===== config.mk =====
export PLATFORM = sky130hd
export DESIGN_NAME = bdd_ctrl
export DESIGN_NICKNAME = d
export VERILOG_FILES = /design/src/hdl/bdd_pkg.sv /design/src/hdl/bdd_ctrl.sv
export SDC_FILE = /design/constraint.sdc
export NUM_CORES = 1
export LEC_CHECK = 0
export ABC_AREA = 1
export BUFFER_PORTS_ARGS = -buffer_cell sky130_fd_sc_hd__buf_2
export CAP_MARGIN = 0
export CORE_AREA = 2 2 39 41
export DETAILED_ROUTE_END_ITERATION = 10
export DIE_AREA = 0 0 41 43
export SKIP_CTS_REPAIR_TIMING = 1
export SLEW_MARGIN = 25
export SYNTH_ARGS = -nofsm -noshare
export SYNTH_HDL_FRONTEND = slang
export SYNTH_SLANG_ARGS = --single-unit

===== constraint.sdc =====
create_clock -name clock -period 1.83 [get_ports clock]
set_clock_uncertainty 0.1 [all_clocks]
set_input_delay 0.366 -clock clock [delete_from_list [all_inputs] [get_ports clock]]
set_output_delay 0.366 -clock clock [all_outputs]
set_load 0.01 [all_outputs]

===== src/hdl/bdd_pkg.sv =====
// ----------------------------------------------------------------------------
// bdd_pkg: shared definitions for the binary disk dilation unit
// Sizes, register indexes, controller states and command/status bundles.
// ----------------------------------------------------------------------------
`default_nettype none

package bdd_pkg;

   localparam int MAX_HEIGHT = 256;
   localparam int MAX_WIDTH  = 256;
   localparam int MAX_RADIUS = 7;

   // Fixed field widths of the item and register formats.
   localparam int ROW_W     = 8;
   localparam int COL_W     = 8;
   localparam int RADIUS_W  = 3;
   localparam int CFG_DIM_W = 9;
   localparam int CSR_IDX_W = 2;
   localparam int CSR_DAT_W = 9;
   localparam int REQ_DAT_W = 24;
   localparam int RSP_DAT_W = 24;

   // Derived sizes.
   localparam int MAX_DIM  = (MAX_HEIGHT > MAX_WIDTH) ? MAX_HEIGHT : MAX_WIDTH;
   localparam int DIM_W    = $clog2(MAX_DIM + 1);
   localparam int RAD_W    = (MAX_RADIUS > 0) ? $clog2(MAX_RADIUS + 1) : 1;
   localparam int OFS_W    = RAD_W + 1;
   localparam int SQ_W     = 2 * OFS_W + 1;
   localparam int COORD_W  = ((DIM_W > ROW_W + 1) ? DIM_W : ROW_W + 1) + 1;
   localparam int DEPTH    = MAX_HEIGHT * MAX_WIDTH;
   localparam int ADDR_W   = (DEPTH > 1) ? $clog2(DEPTH) : 1;

   // Register indexes of the configuration port.
   localparam logic [CSR_IDX_W-1:0] CSR_RADIUS       = 2'd0;
   localparam logic [CSR_IDX_W-1:0] CSR_FRAME_HEIGHT = 2'd1;
   localparam logic [CSR_IDX_W-1:0] CSR_FRAME_WIDTH  = 2'd2;

   // Item kinds carried on req_tuser.
   localparam logic OP_WRITE = 1'b0;
   localparam logic OP_QUERY = 1'b1;

   localparam logic [RADIUS_W-1:0]  RADIUS_RST = 3'd2;
   localparam logic [CFG_DIM_W-1:0] HEIGHT_RST = 9'd256;
   localparam logic [CFG_DIM_W-1:0] WIDTH_RST  = 9'd256;

   typedef enum logic [1:0] {
      ST_IDLE,
      ST_SCAN,
      ST_DRAIN,
      ST_FINISH
   } bdd_state_type;

   typedef struct packed {
      logic wr_pixel;
      logic load_query;
      logic step;
      logic out_load;
   } bdd_cmd_type;

   typedef struct packed {
      logic in_frame;
      logic last_offset;
      logic out_free;
   } bdd_stat_type;

   // Frame dimension forced into 1..maxv; zero acts as one.
   function automatic logic [DIM_W-1:0] clamp_dim(input logic [CFG_DIM_W-1:0] v,
                                                  input int unsigned maxv);
      logic [DIM_W-1:0] res;
      if (v == '0) begin
         res = DIM_W'(1);
      end else if (32'(v) > maxv) begin
         res = DIM_W'(maxv);
      end else begin
         res = DIM_W'(v);
      end
      return res;
   endfunction

endpackage

`default_nettype wire


===== src/hdl/bdd_ctrl.sv =====
// ----------------------------------------------------------------------------
// bdd_ctrl: controller of the binary disk dilation unit
// Sequences one query through the offset scan, drain and result hand-off.
// ----------------------------------------------------------------------------
`default_nettype none

module bdd_ctrl import bdd_pkg::*; (
   input  wire logic         clock,
   input  wire logic         reset,
   input  wire logic         req_tvalid,
   input  wire logic         req_op,
   output logic              req_tready,
   input  wire bdd_stat_type stat,
   output bdd_cmd_type       cmd
);

   bdd_state_type state_ff, state_in;

   always_ff @(posedge clock) begin
      if (reset) begin
         state_ff <= ST_IDLE;
      end else begin
         state_ff <= state_in;
      end
   end

   always_comb begin
      state_in = state_ff;
      unique case (state_ff)
         ST_IDLE: begin
            if (req_tvalid && req_op == OP_QUERY) begin
               state_in = ST_SCAN;
            end
         end
         ST_SCAN: begin
            if (!stat.in_frame) begin
               state_in = ST_FINISH;
            end else if (stat.last_offset) begin
               state_in = ST_DRAIN;
            end
         end
         ST_DRAIN: begin
            state_in = ST_FINISH;
         end
         ST_FINISH: begin
            if (stat.out_free) begin
               state_in = ST_IDLE;
            end
         end
         default: begin
            state_in = ST_IDLE;
         end
      endcase
   end

   always_comb begin
      req_tready     = 1'b0;
      cmd            = '0;
      unique case (state_ff)
         ST_IDLE: begin
            req_tready     = 1'b1;
            cmd.wr_pixel   = req_tvalid && req_op == OP_WRITE;
            cmd.load_query = req_tvalid && req_op == OP_QUERY;
         end
         ST_SCAN: begin
            cmd.step = stat.in_frame;
         end
         ST_DRAIN: begin
         end
         ST_FINISH: begin
            cmd.out_load = stat.out_free;
         end
         default: begin
         end
      endcase
   end

endmodule

`default_nettype wire


==> impl_metrics.toml <==
[status]
status = "finished clean"

[clock_tree]
clock_latency_ps = 230
root_buffer = "clkbuf_4"
htreeDepth = 1
cts_tree = "yes"
clkSlewWorstSetupHoldPaths_ps = 30
clockBufferDepth = 2
cts_buffers = 3
cts_sinks = 2

[finish]
diodes = 0
fin_area_um2 = 309.0
largest_reg_flops = 2
syn2layout_area_growth_pct = 46.15
drive_gt1_share_pct = 32.65
largest_register = "state_ff"
final_cell_mix = "nand2_1, buf_2, inv_1"
nets = 62
reg_top3 = "state_ff (2)"

[route]
avgViaCountPerCell = 3.446
drt_pass1_iterations = 1
ant_nets = 0
drt_iter0_drc = 0
wl_um = 428
drc = 0
routedWlPerCell_um = 6.585
vias = 224

[timing]
worst_slew_pin_slew_ps = 159.6
period_share_pct = 88.18
layout_min_cycle_time_ps = 1614
max_freq_mhz = 619.7
drv_slew = 0
worst_slack_ps = 216.3
timing.setup.tns_ps = 0
relSlewSlack_pct = 89.35
setup_viol = 0
hold_violations = 0
rsz0062_at_grt = "no"

[critical_path]
arrival_ps = 1150
cp_cell_sequence = "inv_2, ha_1, nand2_1, nor2_1, buf_2"
critPathLaunchType = "register"
cp_max_fo = 4
crit_path_max_incr_delay_ps = 380
path_class = "register to output port"
end_kind = "output port"
cp_slowest_cell = "dfxtp_1"
worstPathRequired_ps = 1360

[job]
maxCapViolCount = 0

[placed_design]
placed_cell_area_um2 = 286.5
place.gp.congestion = 0.6782
dp_slack_ps = 444.8
portBuffers = 11
dpl.hpwl_um = 335.7

[power]
p_leak_nw = 0.2044
power_frac_comb_pct = 55.9
switchingPower_w = 0.0001849
switching_share_pct = 44.31
peakVddDrop_v = 0.0003209
seqPwrFrac_pct = 20.0
intPower_w = 0.0002324
cellPowerDensity_nw_per_um2 = 1351
power_frac_clock_pct = 24.0

[grt]
grt_max_degree = 5
grt_pass1_wl_um = 662
antenna_found_initial = 0
grt_overflow = 0
track_usage_pct = 6.112
grt_pass1_vias = 183

[synth]
synth_cell_type_count = 10
synth_area_um2 = 211.5
avgSynthCellArea_um2 = 6.042
yosysSeqAreaShare_pct = 18.93
yosys_warnings = 0
netlist_instances = 35
ys_seq_elements = 2
synth_fp_nets = 46

[floorplanning]
die_h_um = 43
die-width_um = 41
rows = 14
start_util_pct = 15.28
io_pins = 12
die_area_um2 = 1763
core_area_um2 = 1384

[hold_path]
hold_class = "input port to register"
## routing by layer
metal  track usage [%]  routed length (µm)  vias to the layer above  part of all wire [%]
met3             4.712                  33                        0                   7.7
met4             6.000                   0                        0                     0
met1             5.751                 178                       88                    42
met5                 0                   0                        -                     0
met2             7.813                 216                        5                    50
li1                  -                   -                      131                     -
## final timing paths
kind                     from           to  slack [ps]  cells after the start
setup / recovery  state_ff[0]       cmd[3]         220                      5
hold / removal          reset  state_ff[1]         280                      4
setup reg to reg  state_ff[0]  state_ff[0]         550                      6
hold reg to reg   state_ff[0]  state_ff[0]         510                      4
## through the flow
stage | total power (W) | instances | hold slack [ps] | util, %
after floorplan | 0.0002587 | 35 | 421.2 | -
after global placement | 0.0003178 | 62 | 494.0 | 20.71
after detailed placement | 0.0003230 | 62 | 511.1 | 20.71
after CTS | 0.0004338 | 65 | 265.5 | 22.33
after global routing | 0.0004752 | 65 | 289.6 | 22.33
final | 0.0004174 | 65 | 278.7 | 22.33
## worst max-delay path: cells and delay by family, from the launching register on
family / cells / cell delay, ps
buf+inv: 2 / 200
flops: 1 / 380
simple gates: 2 / 100
fa+ha+maj: 1 / 230
## kinds of logic after synthesis
| family | share of synthesized area (%) |
|---|---|
| adder cells (fa/ha/maj) | 23.67 |
| AND/OR/NAND/NOR | 40.83 |
| AO/OA/AOI/OAI | 2.365 |
| flip-flops | 18.94 |
| buffers and inverters | 14.20 |
## cells in the mapped netlist, drive strengths merged
cell,count,share of area (%)
nand2,11,20
nand3,2,7.1
inv,8,14
a21oi,1,2.4
ha,4,24
dfxtp,2,19
nor2,6,11
nand3b,1,3.6
## final cells by class
cell class	instances	area (µm²)
Sequential cell	2	40.04
Inverter	8	30.03
Fill cell	165	1075
Clock buffer	3	22.52
Multi-Input combinational cell	25	141.4
Tap cell	16	20.02
Timing Repair Buffer	11	55.05
## power groups by stage
stage | Sequential, W | Clock, W | Combinational, W
final | 0.0000837 | 0.000100 | 0.000233
after floorplan | 0.0000801 | 0 | 0.000179
after global routing | 0.0000858 | 0.000115 | 0.000274
after global placement | 0.0000825 | 0 | 0.000235
after CTS | 0.0000839 | 0.000111 | 0.000239
after detailed placement | 0.0000846 | 0 | 0.000238
(Power assumes the default switching activity.)
